## config.mk

```make
export PLATFORM = sky130hd
export DESIGN_NAME = actuator_travel_safety_fsm
export DESIGN_NICKNAME = d
export VERILOG_FILES = /design/src/rtl/core/atsf_pkg.sv /design/src/rtl/core/actuator_travel_safety_fsm.sv
export SDC_FILE = /design/constraint.sdc
export NUM_CORES = 1
export LEC_CHECK = 0
export BUFFER_PORTS_ARGS = -buffer_cell sky130_fd_sc_hd__buf_4
export CAP_MARGIN = 5
export CORE_MARGIN = 1.5
export CORE_UTILIZATION = 61
export DETAILED_ROUTE_END_ITERATION = 12
export PLACE_DENSITY = 0.88
export SYNTH_ARGS = -nofsm -noshare
export SYNTH_HDL_FRONTEND = slang
export SYNTH_SLANG_ARGS = --single-unit
```

## constraint.sdc

```tcl
create_clock -name aclk -period 16.72 [get_ports aclk]
set_input_delay 1.672 -clock aclk [delete_from_list [all_inputs] [get_ports aclk]]
set_output_delay 1.672 -clock aclk [all_outputs]
set_load 0.02 [all_outputs]
```

## src/rtl/core/atsf_pkg.sv

```systemverilog
`timescale 1ns / 1ps

package atsf_pkg;

    // configuration port
    localparam int CFG_INDEX_W = 3;
    localparam int CFG_DATA_W  = 32;

    localparam logic [CFG_INDEX_W-1:0] REG_OPEN_DIR      = 3'd0;
    localparam logic [CFG_INDEX_W-1:0] REG_RUN_DUTY      = 3'd1;
    localparam logic [CFG_INDEX_W-1:0] REG_MIN_ENC_DELTA = 3'd2;
    localparam logic [CFG_INDEX_W-1:0] REG_STALL_TMO     = 3'd3;
    localparam logic [CFG_INDEX_W-1:0] REG_START_GRACE   = 3'd4;
    localparam logic [CFG_INDEX_W-1:0] REG_RELEASE_TMO   = 3'd5;
    localparam logic [CFG_INDEX_W-1:0] REG_CLOSE_TMO     = 3'd6;
    localparam logic [CFG_INDEX_W-1:0] REG_OPEN_TMO      = 3'd7;

    localparam int DUTY_W  = 7;
    localparam int MODE_W  = 3;
    localparam int FAULT_W = 4;
    localparam int CMD_W   = 3;
    localparam int LIMIT_W = 3;
    localparam int ACT_W   = 2;

    localparam logic [DUTY_W-1:0] DUTY_MAX = 7'd100;

    // commands
    localparam logic [CMD_W-1:0] CMD_NONE  = 3'd0;
    localparam logic [CMD_W-1:0] CMD_OPEN  = 3'd1;
    localparam logic [CMD_W-1:0] CMD_CLOSE = 3'd2;
    localparam logic [CMD_W-1:0] CMD_STOP  = 3'd3;
    localparam logic [CMD_W-1:0] CMD_CLEAR = 3'd4;

    // limit switch codes
    localparam logic [LIMIT_W-1:0] LIM_NONE     = 3'd0;
    localparam logic [LIMIT_W-1:0] LIM_OPEN     = 3'd1;
    localparam logic [LIMIT_W-1:0] LIM_CLOSE    = 3'd2;
    localparam logic [LIMIT_W-1:0] LIM_CONFLICT = 3'd3;

    // fault codes
    localparam logic [FAULT_W-1:0] F_NONE        = 4'd0;
    localparam logic [FAULT_W-1:0] F_LIMIT       = 4'd1;
    localparam logic [FAULT_W-1:0] F_CONFLICT    = 4'd2;
    localparam logic [FAULT_W-1:0] F_ENCODER     = 4'd3;
    localparam logic [FAULT_W-1:0] F_COMMAND     = 4'd4;
    localparam logic [FAULT_W-1:0] F_CLOSE_STUCK = 4'd5;
    localparam logic [FAULT_W-1:0] F_OPEN_STUCK  = 4'd6;
    localparam logic [FAULT_W-1:0] F_OPEN_TMO    = 4'd7;
    localparam logic [FAULT_W-1:0] F_CLOSE_TMO   = 4'd8;
    localparam logic [FAULT_W-1:0] F_STALL       = 4'd9;
    localparam logic [FAULT_W-1:0] F_OPEN_LOST   = 4'd10;
    localparam logic [FAULT_W-1:0] F_CLOSE_LOST  = 4'd11;
    localparam logic [FAULT_W-1:0] F_DRIVER      = 4'd12;

    // motor actions
    localparam logic [ACT_W-1:0] ACT_NONE  = 2'd0;
    localparam logic [ACT_W-1:0] ACT_STOP  = 2'd1;
    localparam logic [ACT_W-1:0] ACT_START = 2'd2;
    localparam logic [ACT_W-1:0] ACT_SAFE  = 2'd3;

    // motor request raised by one tick before the driver check
    typedef enum logic [1:0] {
        REQ_NONE,
        REQ_STOP,
        REQ_FAULT,
        REQ_START
    } req_kind_t;

endpackage

```

## src/rtl/core/actuator_travel_safety_fsm.sv

```systemverilog
`timescale 1ns / 1ps

// channel   | dir | handshake          | payload
// ----------+-----+--------------------+---------------------------------------------
// s_        | in  | s_tvalid/s_tready  | s_tdata: one control tick
// m_        | out | m_tvalid/m_tready  | m_tdata: status, mode, fault, motor request
// cfg_      | in  | cfg_valid/cfg_ready| cfg_index, cfg_data: register write
//
// a tick is captured in an input register, evaluated combinationally and lands in
// the result register; one tick per cycle is sustained while results are taken.
// the mode/fault/reference registers update together with the result register.
// a full result register that is not taken holds the input register; s_tready
// stays high while the input register can move on. cfg_ready is always high.
// aresetn is synchronous; the configuration returns to its default values.

module actuator_travel_safety_fsm #(
    parameter int TIME_BITS = 32,
    parameter int POS_BITS  = 32
) (
    input  logic                              aclk,
    input  logic                              aresetn,

    input  logic                              s_tvalid,
    output logic                              s_tready,
    // cmd, limit_read_ok, limit_settled, limit_code, encoder_ok, encoder_count,
    // time_ms, driver_ok, zero pad
    input  logic [((10+POS_BITS+TIME_BITS+7)/8)*8-1:0] s_tdata,

    output logic                              m_tvalid,
    input  logic                              m_tready,
    // step_status, mode, fault_code, motor_action, motor_dir, motor_duty, zero pad
    output logic [23:0]                       m_tdata,

    input  logic                              cfg_valid,
    output logic                              cfg_ready,
    input  logic [atsf_pkg::CFG_INDEX_W-1:0]  cfg_index,
    input  logic [atsf_pkg::CFG_DATA_W-1:0]   cfg_data
);

    import atsf_pkg::*;

    localparam int IN_BITS  = 10 + POS_BITS + TIME_BITS;
    localparam int OUT_BITS = 18;
    localparam int POS_LSB  = 9;
    localparam int TIME_LSB = POS_LSB + POS_BITS;
    localparam int DRV_BIT  = TIME_LSB + TIME_BITS;
    localparam int TCMP_W   = (TIME_BITS > CFG_DATA_W) ? TIME_BITS : CFG_DATA_W;
    localparam int PCMP_W   = (POS_BITS > CFG_DATA_W) ? POS_BITS : CFG_DATA_W;

    typedef enum logic [MODE_W-1:0] {
        MODE_INIT     = 3'd0,
        MODE_IDLE     = 3'd1,
        MODE_MV_OPEN  = 3'd2,
        MODE_MV_CLOSE = 3'd3,
        MODE_AT_OPEN  = 3'd4,
        MODE_AT_CLOSE = 3'd5,
        MODE_FAULT    = 3'd6
    } mode_t;

    // configuration
    logic                  open_dir_reg;
    logic [DUTY_W-1:0]     run_duty_reg;
    logic [CFG_DATA_W-1:0] min_delta_reg;
    logic [CFG_DATA_W-1:0] stall_tmo_reg;
    logic [CFG_DATA_W-1:0] grace_reg;
    logic [CFG_DATA_W-1:0] release_tmo_reg;
    logic [CFG_DATA_W-1:0] close_tmo_reg;
    logic [CFG_DATA_W-1:0] open_tmo_reg;

    // tick state
    mode_t                 mode_reg, mode_next;
    logic [FAULT_W-1:0]    fault_reg, fault_next;
    logic [TIME_BITS-1:0]  motion_start_reg, motion_start_next;
    logic [TIME_BITS-1:0]  last_move_reg, last_move_next;
    logic [POS_BITS-1:0]   ref_pos_reg, ref_pos_next;

    // pipeline
    logic                  in_valid_reg;
    logic [IN_BITS-1:0]    in_data_reg;
    logic                  out_valid_reg;
    logic [OUT_BITS-1:0]   out_data_reg, out_data_next;
    logic                  fire;

    // unpacked tick
    logic [CMD_W-1:0]      cmd;
    logic                  read_ok;
    logic                  settled;
    logic [LIMIT_W-1:0]    lc;
    logic                  enc_ok;
    logic [POS_BITS-1:0]   pos;
    logic [TIME_BITS-1:0]  now;
    logic                  drv_ok;

    // datapath terms
    logic [TIME_BITS-1:0]  elapsed;
    logic [TIME_BITS-1:0]  since_move;
    logic [POS_BITS-1:0]   pos_diff;
    logic                  moved;
    logic                  stall_due;
    logic [DUTY_W-1:0]     duty_sat;

    // request resolution
    req_kind_t             req;
    logic [FAULT_W-1:0]    req_fault;
    mode_t                 req_mode;
    logic                  req_dir;
    logic                  upd_ref;
    logic                  status;
    logic [ACT_W-1:0]      action;
    logic                  dir_out;
    logic [DUTY_W-1:0]     duty_out;

    assign cmd     = in_data_reg[2:0];
    assign read_ok = in_data_reg[3];
    assign settled = in_data_reg[4];
    assign lc      = in_data_reg[7:5];
    assign enc_ok  = in_data_reg[8];
    assign pos     = in_data_reg[POS_LSB +: POS_BITS];
    assign now     = in_data_reg[TIME_LSB +: TIME_BITS];
    assign drv_ok  = in_data_reg[DRV_BIT];

    assign fire      = in_valid_reg && (!out_valid_reg || m_tready);
    assign s_tready  = !in_valid_reg || fire;
    assign m_tvalid  = out_valid_reg;
    assign m_tdata   = {{(24-OUT_BITS){1'b0}}, out_data_reg};
    assign cfg_ready = 1'b1;

    assign elapsed    = now - motion_start_reg;
    assign since_move = now - last_move_reg;
    // signed compare picks the order, the difference then fits unsigned
    assign pos_diff   = ($signed(pos) >= $signed(ref_pos_reg)) ? (pos - ref_pos_reg)
                                                              : (ref_pos_reg - pos);
    assign moved      = PCMP_W'(pos_diff) >= PCMP_W'(min_delta_reg);
    assign stall_due  = TCMP_W'(since_move) >= TCMP_W'(stall_tmo_reg);
    assign duty_sat   = (run_duty_reg > DUTY_MAX) ? DUTY_MAX : run_duty_reg;

    // decide what this tick asks of the motor
    always_comb begin
        logic to_open;
        logic at_open;
        logic [LIMIT_W-1:0] arrive;
        logic [LIMIT_W-1:0] depart;
        logic [CMD_W-1:0]   same_cmd;
        logic [CMD_W-1:0]   back_cmd;
        logic stall_hit;

        to_open   = (mode_reg == MODE_MV_OPEN);
        at_open   = (mode_reg == MODE_AT_OPEN);
        arrive    = to_open ? LIM_OPEN : LIM_CLOSE;
        depart    = to_open ? LIM_CLOSE : LIM_OPEN;
        same_cmd  = to_open ? CMD_OPEN : CMD_CLOSE;
        back_cmd  = to_open ? CMD_CLOSE : CMD_OPEN;
        stall_hit = 1'b0;
        req       = REQ_NONE;
        req_fault = F_NONE;
        req_mode  = mode_reg;
        req_dir   = 1'b0;
        upd_ref   = 1'b0;

        if (!read_ok && mode_reg != MODE_FAULT) begin
            req       = REQ_FAULT;
            req_fault = F_LIMIT;
        end else if (mode_reg != MODE_FAULT && settled && lc == LIM_CONFLICT) begin
            req       = REQ_FAULT;
            req_fault = F_CONFLICT;
        end else begin
            case (mode_reg)
                MODE_INIT: begin
                    if (settled) begin
                        if (lc == LIM_NONE) begin
                            req_mode = MODE_IDLE;
                        end else if (lc == LIM_OPEN) begin
                            req_mode = MODE_AT_OPEN;
                        end else if (lc == LIM_CLOSE) begin
                            req_mode = MODE_AT_CLOSE;
                        end else begin
                            req       = REQ_FAULT;
                            req_fault = F_LIMIT;
                        end
                    end
                end
                MODE_IDLE: begin
                    if (cmd == CMD_STOP) begin
                        req = REQ_STOP;
                    end else if (cmd == CMD_OPEN || cmd == CMD_CLOSE) begin
                        if (!enc_ok) begin
                            req       = REQ_FAULT;
                            req_fault = F_ENCODER;
                        end else begin
                            req      = REQ_START;
                            req_dir  = (cmd == CMD_OPEN) ? open_dir_reg : !open_dir_reg;
                            req_mode = (cmd == CMD_OPEN) ? MODE_MV_OPEN : MODE_MV_CLOSE;
                        end
                    end else if (cmd > CMD_CLEAR) begin
                        req       = REQ_FAULT;
                        req_fault = F_COMMAND;
                    end
                end
                MODE_MV_OPEN, MODE_MV_CLOSE: begin
                    if (!enc_ok) begin
                        req       = REQ_FAULT;
                        req_fault = F_ENCODER;
                    end else if (settled && lc == arrive) begin
                        req      = REQ_STOP;
                        req_mode = to_open ? MODE_AT_OPEN : MODE_AT_CLOSE;
                    end else if (settled && lc == depart &&
                                 TCMP_W'(elapsed) >= TCMP_W'(release_tmo_reg)) begin
                        req       = REQ_FAULT;
                        req_fault = to_open ? F_CLOSE_STUCK : F_OPEN_STUCK;
                    end else if (TCMP_W'(elapsed) >=
                                 TCMP_W'(to_open ? open_tmo_reg : close_tmo_reg)) begin
                        req       = REQ_FAULT;
                        req_fault = to_open ? F_OPEN_TMO : F_CLOSE_TMO;
                    end else begin
                        // encoder watch, skipped during the startup grace window
                        if (TCMP_W'(elapsed) <= TCMP_W'(grace_reg) || moved) begin
                            upd_ref = 1'b1;
                        end else if (stall_due) begin
                            stall_hit = 1'b1;
                            req       = REQ_FAULT;
                            req_fault = F_STALL;
                        end
                        if (!stall_hit) begin
                            if (cmd == CMD_NONE || cmd == CMD_CLEAR || cmd == same_cmd) begin
                                req = REQ_NONE;
                            end else if (cmd == CMD_STOP || cmd == back_cmd) begin
                                req      = REQ_STOP;
                                req_mode = MODE_IDLE;
                            end else begin
                                req       = REQ_FAULT;
                                req_fault = F_COMMAND;
                            end
                        end
                    end
                end
                MODE_AT_OPEN, MODE_AT_CLOSE: begin
                    if (settled && lc != (at_open ? LIM_OPEN : LIM_CLOSE)) begin
                        req       = REQ_FAULT;
                        req_fault = at_open ? F_OPEN_LOST : F_CLOSE_LOST;
                    end else if (cmd == (at_open ? CMD_CLOSE : CMD_OPEN)) begin
                        if (!enc_ok) begin
                            req       = REQ_FAULT;
                            req_fault = F_ENCODER;
                        end else begin
                            req      = REQ_START;
                            req_dir  = at_open ? !open_dir_reg : open_dir_reg;
                            req_mode = at_open ? MODE_MV_CLOSE : MODE_MV_OPEN;
                        end
                    end else if (cmd == CMD_STOP) begin
                        req = REQ_STOP;
                    end else if (cmd > CMD_CLEAR) begin
                        req       = REQ_FAULT;
                        req_fault = F_COMMAND;
                    end
                end
                default: begin
                    req = REQ_NONE;
                end
            endcase
        end
    end

    // driver check and state update
    always_comb begin
        mode_next         = req_mode;
        fault_next        = fault_reg;
        motion_start_next = motion_start_reg;
        last_move_next    = upd_ref ? now : last_move_reg;
        ref_pos_next      = upd_ref ? pos : ref_pos_reg;
        status            = 1'b0;
        action            = ACT_NONE;
        dir_out           = 1'b0;
        duty_out          = '0;

        if (req != REQ_NONE && !drv_ok) begin
            // driver refusal overrides any latched fault
            status     = 1'b1;
            action     = ACT_SAFE;
            mode_next  = MODE_FAULT;
            fault_next = F_DRIVER;
        end else begin
            case (req)
                REQ_STOP: begin
                    action = ACT_STOP;
                end
                REQ_FAULT: begin
                    action    = ACT_STOP;
                    mode_next = MODE_FAULT;
                    if (fault_reg == F_NONE) begin
                        fault_next = req_fault;
                    end
                end
                REQ_START: begin
                    action            = ACT_START;
                    dir_out           = req_dir;
                    duty_out          = duty_sat;
                    ref_pos_next      = pos;
                    last_move_next    = now;
                    motion_start_next = now;
                end
                default: begin
                    action = ACT_NONE;
                end
            endcase
        end

        out_data_next = {duty_out, dir_out, action, fault_next, mode_next, status};
    end

    always_ff @(posedge aclk) begin
        if (!aresetn) begin
            open_dir_reg     <= 1'b0;
            run_duty_reg     <= 7'd80;
            min_delta_reg    <= 32'd2;
            stall_tmo_reg    <= 32'd500;
            grace_reg        <= 32'd200;
            release_tmo_reg  <= 32'd1000;
            close_tmo_reg    <= 32'd10000;
            open_tmo_reg     <= 32'd10000;
            mode_reg         <= MODE_INIT;
            fault_reg        <= F_NONE;
            motion_start_reg <= '0;
            last_move_reg    <= '0;
            ref_pos_reg      <= '0;
            in_valid_reg     <= 1'b0;
            out_valid_reg    <= 1'b0;
        end else begin
            if (cfg_valid && cfg_ready) begin
                case (cfg_index)
                    REG_OPEN_DIR:      open_dir_reg    <= cfg_data[0];
                    REG_RUN_DUTY:      run_duty_reg    <= cfg_data[DUTY_W-1:0];
                    REG_MIN_ENC_DELTA: min_delta_reg   <= cfg_data;
                    REG_STALL_TMO:     stall_tmo_reg   <= cfg_data;
                    REG_START_GRACE:   grace_reg       <= cfg_data;
                    REG_RELEASE_TMO:   release_tmo_reg <= cfg_data;
                    REG_CLOSE_TMO:     close_tmo_reg   <= cfg_data;
                    REG_OPEN_TMO:      open_tmo_reg    <= cfg_data;
                    default:           open_dir_reg    <= open_dir_reg;
                endcase
            end

            if (s_tvalid && s_tready) begin
                in_valid_reg <= 1'b1;
            end else if (fire) begin
                in_valid_reg <= 1'b0;
            end

            if (fire) begin
                out_valid_reg    <= 1'b1;
                mode_reg         <= mode_next;
                fault_reg        <= fault_next;
                motion_start_reg <= motion_start_next;
                last_move_reg    <= last_move_next;
                ref_pos_reg      <= ref_pos_next;
            end else if (m_tready) begin
                out_valid_reg <= 1'b0;
            end
        end
    end

    always_ff @(posedge aclk) begin
        if (s_tvalid && s_tready) begin
            in_data_reg <= s_tdata[IN_BITS-1:0];
        end
        if (fire) begin
            out_data_reg <= out_data_next;
        end
    end

`ifndef SYNTHESIS
    a_fault_mode_sticks: assert property (@(posedge aclk) disable iff (!aresetn)
        (mode_reg == MODE_FAULT) |=> (mode_reg == MODE_FAULT))
        else $error("fault mode was left");

    a_fault_code_latched: assert property (@(posedge aclk) disable iff (!aresetn)
        (fault_reg != F_NONE) |=> (fault_reg == $past(fault_reg) || fault_reg == F_DRIVER))
        else $error("latched fault code replaced by a non-driver fault");

    a_driver_error_result: assert property (@(posedge aclk) disable iff (!aresetn)
        (out_valid_reg && out_data_reg[0]) |->
            (out_data_reg[3:1] == MODE_FAULT && out_data_reg[7:4] == F_DRIVER &&
             out_data_reg[9:8] == ACT_SAFE))
        else $error("driver error result inconsistent");

    a_start_fields: assert property (@(posedge aclk) disable iff (!aresetn)
        (out_valid_reg && out_data_reg[9:8] != ACT_START) |->
            (out_data_reg[10] == 1'b0 && out_data_reg[17:11] == '0))
        else $error("direction or duty set without a start");

    a_stall_only_when_full: assert property (@(posedge aclk) disable iff (!aresetn)
        !s_tready |-> (in_valid_reg && out_valid_reg && !m_tready))
        else $error("input held off without a blocked result");
`endif

endmodule

```

==> results of run 1 <==
## worst max-delay path, delay by kind of cell (launching register included)
family / cells / cell delay [ns]
AOI/OAI and AO/OA: 12 / 3.78
muxes: 2 / 0.69
and+or+nand+nor: 8 / 1.51
xor gates and xnor gates: 1 / 0.08
DFF: 1 / 0.45
adders and majority gates: 4 / 1.08
buffers and inverters: 4 / 0.94
## through the flow
| stage | power [uW] | cell area (um2) | hold WS (ns) |
|---|---|---|---|
| finish | 2480 | 28600 | 0.453 |
| floorplan | 1360 | 25900 | 0.436 |
| CTS | 2490 | 28500 | 0.454 |
| global route | 2590 | 28600 | 0.470 |
| global placement | 1480 | 27000 | 0.441 |
| detailed placement | 1490 | 27000 | 0.446 |
## worst paths after layout
kind,cells after the start,endpoint
worst max-delay path,31,last_move_reg[7]
worst min-delay path,2,motion_start_reg[29]
worst max register to register,31,last_move_reg[7]
worst min register to register,2,motion_start_reg[29]
## layout by cell type (no fill, tap or decap), types with 11 or more instances in the layout
cell type,netlist,routed
nor2b_1,21,21
o21a_1,24,24
and3_1,11,11
clkbuf_16,0,49
nand4_1,37,37
nor4_1,13,13
a31oi_1,12,11
and2_1,16,15
buf_4,19,150
o21bai_1,20,20
dfxtp_1,305,305
a211oi_1,29,29
nor2_1,132,126
mux2i_1,115,115
a21oi_1,370,370
xor2_1,26,26
inv_1,289,289
nand3_1,41,41
nand2_1,681,680
xnor2_1,55,55
o21ai_0,92,92
a2111oi_0,12,12
ha_1,288,288
o21ai_1,11,11
edfxtp_1,92,92
o211ai_1,38,38
a21o_1,81,81
nor3_1,27,26
o31ai_1,13,13
nand2b_1,24,24
## routing by layer
layer  global-route usage  share of wire
met3               0.0380          0.067
met1                0.384           0.43
met5                    0              0
met4                0.134          0.041
met2                0.489           0.47
## final cells by class
class / instances / area share
diodes: 3 / 0.000263
clock buffers: 64 / 0.0474
clock inverters: 17 / 0.00543
inverters: 291 / 0.0384
multi-input cells: 2354 / 0.535
flip-flops and latches: 397 / 0.311
well taps: 539 / 0.0236
repair buffers: 150 / 0.0394
## power breakdown
group	switching [uW]	internal, uW	total, uW
Clock	407	595	1000
Sequential	21.9	1010	1030
Combinational	270	179	449
## cell families (layout without fill, tap and decap cells)
kind of cell | count (synthesis) | in the layout | share of synthesized area
multiplexers | 117 | 117 | 0.0455
AO/OA/AOI/OAI | 804 | 804 | 0.195
XOR/XNOR | 81 | 81 | 0.0274
AND/OR/NAND/NOR | 1053 | 1053 | 0.177
flip-flops | 397 | 397 | 0.343
other | 2 | 10 | 0.000290
adder cells (fa/ha/maj) | 292 | 292 | 0.142
buffers and inverters | 438 | 522 | 0.0696
==> summary.md, run 1 <==
| Metric | Value |
|---|---|
| Clock Path Buffers | `3` |
| Hold Vio Cnt, Final | `0` |
| Slew HR | `0.172` |
| Sequential Area | `8870 um2` |
| Die area | `43700 um2` |
| Io pins | `147` |
| Worst VDD drop | `0.0000767 V` |
| CP arrival | `9.15 ns` |
| Worst Path Class, Setup | `flip-flop to flip-flop` |
| Synth cell types | `98` |
| Worst-Margin Slew | `1.24 ns` |
| CTS sink cnt | `397` |
| Drt pass-1 iters | `6` |
| H-tree Lvls | `2` |
| Number of global-route vias before repair | `21500` |
| Top post-synthesis cells by count | `681 x nand2_1, 370 x a21oi_1, 305 x dfxtp_1` |
| Vias | `22600` |
| Crit-path most repeated cell | `ha_1` |
| Core occupancy in the finished layout | `0.681` |
| Die Ht | `209 um` |
| Die Wd | `209 um` |
| Hold path startpoint | `motion_start_reg[29]` |
| Share of the yosys chip area belonging to registers | `0.343` |
| Synth async-reset ratio | `0` |
| Core area | `41900 um2` |
| Nature of the critical path endpoint | `flip-flop` |
| Slowest cell on crit path | `a21bo_1` |
| R2r startpoint | `in_data_reg[9]` |
| 1st-iter DRT viols | `1501` |
| Post-Syn Area per Cell | `8.13 um2` |
| Minimum clock period | `8.65 ns` |
| Placed cell count | `3731` |
| Post_cts resized | `0` |
| Area Overhead vs Synth | `10.3%` |
| FF-to-FF setup slack | `8.07 ns` |
| Fin. max-slew vios | `0` |
| Layout cell share with drive strength beyond 1 | `0.0822` |
| Final worst slack | `8.07 ns` |
| Pwr/cell area | `86.9 nW/um2` |
| Predominant post-synthesis flop cell | `dfxtp_1` |
| Total Wirelength | `65100 um` |
| Largest net degree at the start of global routing | `108` |
| Worst Skew | `0.0143 ns` |
| Num rows | `75` |
| TritonCTS clock tree | `done` |
| Multi-input logic area | `15300 um2` |
| Pre-CTS setup slack | `8.21 ns` |
| Max Clk Rate | `116 MHz` |
| Setup TNS | `0 ns` |
| Final Cycle Share | `0.518` |
| Synthesized area | `25900 um2` |
| Setup violators final | `0` |
| Max_cap viols | `0` |
| Yosys Warn Count | `0` |
| Crit path required time | `17.22 ns` |
| Clock latency on the worst-skew pair | `0.59 ns` |
| Initial antenna violation count | `3` |
| Status | `finished, final reports clean` |
| Cell count after synthesis | `3184` |
| Setup crit start | `in_data_reg[9]` |
| Initial Utilization | `0.617` |
| Routed len/inst | `17.1 um` |
| Hold Path Class | `flip-flop to flip-flop` |
| Crit-path max cell delay | `0.90 ns` |
| Antenna Violating Nets Remaining | `0` |
| Number of synthesized flops with an enable pin | `92` |
| FILL cells | `3375` |
| Global placer's final weighted congestion | `0.965` |
| Most frequent cell after synthesis | `nand2_1` |
| Root Buffer Master | `clkbuf_16` |
| First-pass GRT wire length | `105000 um` |
| Cts hold-fix bufs | `0` |
| Fin cells | `3815` |
| DRC Markers | `0` |
| Largest area contributor in the netlist | `dfxtp_1` |
| Largest cells by area after synthesis | `dfxtp_1 24%, ha_1 14%, edfxtp_1 11%` |
| Yosys reg bits | `397` |
| GRT overflow | `0` |
| Max reg flops | `74` |
| Pleak | `0.0117 uW` |
| Num CTS Buffers | `44` |
| RSZ-0062 raised after global routing | `false` |
| Worst-path clk slew | `0.06 ns` |
| Vias/cell | `5.93` |
| HPWL Detailed | `47300 um` |
| Post-synth top area share | `0.236` |
| # nets final | `3650` |
| Setup repair bufs after CTS | `0` |
| Worst Path Max Fanout | `33` |
| GRT Total Usage | `0.295` |
| Port Buffer Count | `133` |
| Startpoint Class | `flip-flop` |
No activity file was read; power rests on OpenSTA's default activity.
==> run 2: changes to the inputs <==
--- a/config.mk
+++ b/config.mk
@@ -8,9 +8,9 @@
 export BUFFER_PORTS_ARGS = -buffer_cell sky130_fd_sc_hd__buf_4
 export CAP_MARGIN = 5
 export CORE_MARGIN = 1.5
-export CORE_UTILIZATION = 61
+export CORE_UTILIZATION = 56
 export DETAILED_ROUTE_END_ITERATION = 12
-export PLACE_DENSITY = 0.88
+export PLACE_DENSITY = 0.85
 export SYNTH_ARGS = -nofsm -noshare
 export SYNTH_HDL_FRONTEND = slang
 export SYNTH_SLANG_ARGS = --single-unit
==> constraint.sdc (replaced) <==
create_clock -name aclk -period 7.9 [get_ports aclk]
set_input_delay 0.79 -clock aclk [delete_from_list [all_inputs] [get_ports aclk]]
set_output_delay 0.79 -clock aclk [all_outputs]
set_load 0.02 [all_outputs]
==> summary.md, run 2 (same netlist as run 1, synthesis figures left out) <==
| Metric | Value |
|---|---|
| Status | `finished, final reports clean` |
| Crit path required time | `8.41 ns` |
| Core area | `45500 um2` |
| DRC Markers | `0` |
| Pre-CTS setup slack | `0.179 ns` |
| H-tree Lvls | `2` |
| Setup violators final | `0` |
| Startpoint Class | `flip-flop` |
| # nets final | `3673` |
| Sequential Area | `8870 um2` |
| Hold Path Class | `input port to flip-flop` |
| Initial Utilization | `0.569` |
| Port Buffer Count | `133` |
| Worst-path clk slew | `0.06 ns` |
| CTS sink cnt | `397` |
| Max Clk Rate | `133 MHz` |
| Num CTS Buffers | `44` |
| GRT Total Usage | `0.278` |
| Final Cycle Share | `0.950` |
| First-pass GRT wire length | `108000 um` |
| Multi-input logic area | `15300 um2` |
| Layout cell share with drive strength beyond 1 | `0.0895` |
| Antenna Violating Nets Remaining | `0` |
| Max reg flops | `74` |
| Routed len/inst | `17.1 um` |
| Clock latency on the worst-skew pair | `0.59 ns` |
| Final worst slack | `0.397 ns` |
| Slew HR | `0.278` |
| HPWL Detailed | `48900 um` |
| Vias | `22700` |
| Die Wd | `218 um` |
| FILL cells | `3893` |
| Area Overhead vs Synth | `11.8%` |
| Met3 Usage GRT | `0.0356` |
| Worst VDD drop | `0.000181 V` |
| 1st-iter DRT viols | `1649` |
| CP arrival | `8.01 ns` |
| Minimum clock period | `7.50 ns` |
| Drt pass-1 iters | `6` |
| Fin. max-slew vios | `0` |
| CP bufs+invs | `5` |
| TritonCTS clock tree | `done` |
| Crit-path max cell delay | `0.44 ns` |
| Met1 GRT Util | `0.372` |
| Clock Path Buffers | `3` |
| Die Ht | `218 um` |
| Hold Vio Cnt, Final | `0` |
| GRT overflow | `0` |
| Crit-path most repeated cell | `ha_1` |
| Commonest non-fill, non-tap cell in the layout | `nand2_1` |
| Worst-Margin Slew | `1.08 ns` |
| Number of global-route vias before repair | `21500` |
| Nature of the critical path endpoint | `flip-flop` |
| Setup TNS | `0 ns` |
| Fin cells | `3900` |
| Worst Skew | `0.0236 ns` |
| Worst Path Max Fanout | `32` |
| Max_cap viols | `0` |
| CP delay by family, top | `compound AO/OA/AOI/OAI gates` |
| Worst Path Class, Setup | `flip-flop to flip-flop` |
| Pleak | `0.0118 uW` |
| Pwr/cell area | `185 nW/um2` |
| Num rows | `78` |
| Slowest cell on crit path | `nor4_1` |
| Total Wirelength | `66600 um` |
| Vias/cell | `5.83` |
| Root Buffer Master | `clkbuf_16` |
| RSZ-0062 raised after global routing | `false` |
| Core occupancy in the finished layout | `0.636` |
| M2 GR Usage | `0.457` |
| Initial antenna violation count | `4` |
| Placed cell count | `3814` |
| Most frequent cells in the layout | `680 x nand2_1, 370 x a21oi_1, 305 x dfxtp_1` |
| Largest net degree at the start of global routing | `127` |
| Global placer's final weighted congestion | `0.975` |
| Die area | `47500 um2` |
| Io pins | `147` |
| Grt peak-use layer | `met2` |
[run 2: cell types whose count changed in the layout (fill, tap and decap cells not counted), moves of 2 or more]
cell,before,now
buf_4,150,171
bufinv_16,2,6
clkbuf_8,7,4
buf_12,0,2
clkinv_1,3,5
inv_6,3,1
o311ai_0,4,2
[run 2: worst register-to-register path: cells and delay by family, from the launching register on]
family,cells,cell delay (ns)
AOI/OAI and AO/OA,14,3.21
and+or+nand+nor,5,1.21
adders and majority gates,4,1.06
buffers and inverters,5,0.74
muxes,2,0.54
DFF,1,0.41
xor gates and xnor gates,1,0.28
[run 2: repair_timing]
action | 4_1_cts | 5_1_grt
gates resized for setup | 0 | 10
setup buffers | 0 | 1
hold endpoints to repair | 0 | 0
setup endpoints to repair | 0 | 105
hold buffers | 0 | 0
[run 2: final cells by class]
cell class                 count  area share
antenna                        3    0.000260
clock buffer                  61      0.0446
clock inverter                21     0.00926
inverter                     291      0.0379
multi-input combinational   2354       0.530
sequential                   397       0.307
tap                          600      0.0260
timing repair buffer         173      0.0458
[run 2: worst paths after layout]
check,startpoint,to,slack [ns],cells past startpoint
max,in_data_reg[9],last_move_reg[14],0.40,31
min,s_tdata[58],in_data_reg[58],0.37,1
max reg2reg,in_data_reg[9],last_move_reg[14],0.40,31
min reg2reg,close_tmo_reg[26],close_tmo_reg[26],0.45,2
[run 2: routing by layer]
layer | up-vias | routed length, um
met5 | - | 5
met4 | 2 | 1980
met1 | 10700 | 29800
li1 | 11200 | -
met2 | 748 | 30600
met3 | 119 | 4250
[run 2: where the power goes]
part           internal [uW]  total [uW]  leakage [uW]  switching [uW]
combinational            392         971       0.00770             579
clock                   1340        2200      0.000761             860
sequential              2140        2180       0.00336            45.7
total                   3870        5350        0.0118            1480
[run 2: per-stage QoR]
stage	power [uW]	hold slack, ns	area, um2
final	5350	0.366	28900
after global placement	3140	0.440	27300
after global routing	5590	0.355	28900
after CTS	5370	0.341	28900
after detailed placement	3170	0.446	27300
after floorplan	2890	0.436	25900
==> run 3: changes to the inputs <==
--- a/config.mk
+++ b/config.mk
@@ -7,10 +7,10 @@
 export LEC_CHECK = 0
 export BUFFER_PORTS_ARGS = -buffer_cell sky130_fd_sc_hd__buf_4
 export CAP_MARGIN = 5
-export CORE_MARGIN = 1.5
-export CORE_UTILIZATION = 56
+export CORE_MARGIN = 5
+export CORE_UTILIZATION = 35
 export DETAILED_ROUTE_END_ITERATION = 12
-export PLACE_DENSITY = 0.85
+export PLACE_DENSITY = 0.6
 export SYNTH_ARGS = -nofsm -noshare
 export SYNTH_HDL_FRONTEND = slang
 export SYNTH_SLANG_ARGS = --single-unit
==> summary.md, run 3 (same netlist as run 1, synthesis figures left out) <==
| Metric | Value |
|---|---|
| Status | `finished, final reports clean` |
| Crit path required time | `8.41 ns` |
| Fin cells | `4256` |
| Port Buffer Count | `133` |
| WHS Path Cells | `1` |
| Hold Vio Cnt, Final | `0` |
| Clock Path Buffers | `3` |
| HPWL Detailed | `53800 um` |
| Num rows | `99` |
| Reg2Reg Depth | `30` |
| Core area | `73200 um2` |
| DRC Markers | `0` |
| Placed cell count | `4166` |
| Worst Skew | `0.0237 ns` |
| Hold Path Class | `input port to flip-flop` |
| Total Wirelength | `72000 um` |
| Worst-path clk slew | `0.06 ns` |
| FILL cells | `7421` |
| Reg-to-Reg End | `last_move_reg[21]` |
| Slew HR | `0.278` |
| Global placer's final weighted congestion | `0.908` |
| CP arrival | `8.00 ns` |
| Antenna Violating Nets Remaining | `0` |
| Fin. max-slew vios | `0` |
| Max reg flops | `74` |
| # nets final | `3668` |
| Worst Path Max Fanout | `32` |
| GRT overflow | `0` |
| Vias/cell | `5.15` |
| TritonCTS clock tree | `done` |
| Final instance area | `29300 um2` |
| Sequential Area | `8870 um2` |
| H-tree Lvls | `2` |
| Pwr Total | `5340 uW` |
| FF-to-FF setup slack | `0.41 ns` |
| Cts hold-fix bufs | `0` |
| First-pass GRT wire length | `114000 um` |
| Hold path endpoint | `in_data_reg[57]` |
| 1st-iter DRT viols | `1366` |
| Area Overhead vs Synth | `13.3%` |
| Crit-path most repeated cell | `ha_1` |
| CTS sink cnt | `397` |
| Initial Utilization | `0.354` |
| Io pins | `147` |
| R2r startpoint | `in_data_reg[41]` |
| Number of global-route vias before repair | `20800` |
| Vias | `21900` |
| Layout cell share with drive strength beyond 1 | `0.0904` |
| Setup violators final | `0` |
| Largest net degree at the start of global routing | `98` |
| Setup crit start | `in_data_reg[41]` |
| Final hold slack | `0.357 ns` |
| Drt pass-1 iters | `5` |
| Placed cell area | `27700 um2` |
| Slowest cell on crit path | `o311ai_0` |
| Die area | `79500 um2` |
| Final Cycle Share | `0.948` |
| Routed len/inst | `16.9 um` |
| Die Wd | `282 um` |
| Clock latency on the worst-skew pair | `0.61 ns` |
| Startpoint Class | `flip-flop` |
| Minimum clock period | `7.49 ns` |
| Worst-Margin Slew | `1.08 ns` |
| Worst Path Class, Setup | `flip-flop to flip-flop` |
| Num CTS Buffers | `47` |
| Die Ht | `282 um` |
| Crit-path max cell delay | `0.67 ns` |
| Worst VDD drop | `0.000185 V` |
| Initial antenna violation count | `2` |
| Commonest non-fill, non-tap cell in the layout | `nand2_1` |
| Multi-input logic area | `15300 um2` |
| Most frequent cells in the layout | `680 x nand2_1, 370 x a21oi_1, 305 x dfxtp_1` |
| Pleak | `0.0118 uW` |
| Pwr/cell area | `182 nW/um2` |
| GRT Total Usage | `0.176` |
| Max_cap viols | `0` |
| Hold path startpoint | `s_tdata[57]` |
| Max Clk Rate | `134 MHz` |
| Nature of the critical path endpoint | `flip-flop` |
| Root Buffer Master | `clkbuf_16` |
[run 3: cell types whose count changed in the layout (fill, tap and decap cells not counted), sizes merged]
cell / change
diode: -1
bufinv: -5
inv: +2
clkbuf: +7
clkinvlp: +1
clkinv: +1
buf: -8
[run 3: per-stage QoR]
stage                     setup WS (ns)  setup TNS [ns]  utilization
final                             0.412               0        0.401
after global routing           -0.00521        -0.00938        0.401
after CTS                        0.0456               0        0.400
after detailed placement        0.00315               0        0.379
after global placement           0.0640               0        0.379
after floorplan                    1.40               0            -
[run 3: worst max-delay path, delay by kind of cell (launching register included)]
family	cells	cell delay (ns)
buf+inv	4	0.60
mux	1	0.23
compound gates	12	3.26
simple gates	9	1.71
fa+ha+maj	4	1.07
flops	1	0.42
[run 3: cell type report]
class                      instances  area share
tap                              959      0.0409
timing repair buffer             165      0.0436
sequential                       397       0.302
clock buffer                      68      0.0473
multi-input combinational       2354       0.522
antenna                            2    0.000171
inverter                         291      0.0374
clock inverter                    20     0.00593
[run 3: metal layers]
layer	track usage	wire (um)	vias up
li1	-	-	11200
met1	0.246	34600	10200
met2	0.284	32000	433
met3	0.0248	3460	105
met4	0.0520	1990	0
met5	0	0	-
[run 3: repair_timing]
action,4_1_cts,5_1_grt
gates cloned,0,0
hold endpoints to repair,0,0
gates resized for setup,1,9
endpoints found under the setup margin,2,101
setup buffers,0,0
[run 3: worst max path at each step]
| stage | slack, ns | cells past startpoint | endpoint |
|---|---|---|---|
| 2_1_floorplan | 1.40 | 33 | last_move_reg[0] |
| 3_3_place_gp | 0.06 | 30 | fault_reg[3] |
| 3_5_place_dp | 0.003 | 30 | fault_reg[3] |
| 4_1_cts | 0.05 | 30 | fault_reg[3] |
| 5_1_grt | -0.005 | 30 | last_move_reg[28] |
| 6_report | 0.41 | 30 | last_move_reg[21] |
[run 3: power by group]
part	internal [uW]	switching [uW]	total (uW)
Combinational	389	585	973
Sequential	2140	45.8	2180
Clock	1260	920	2180
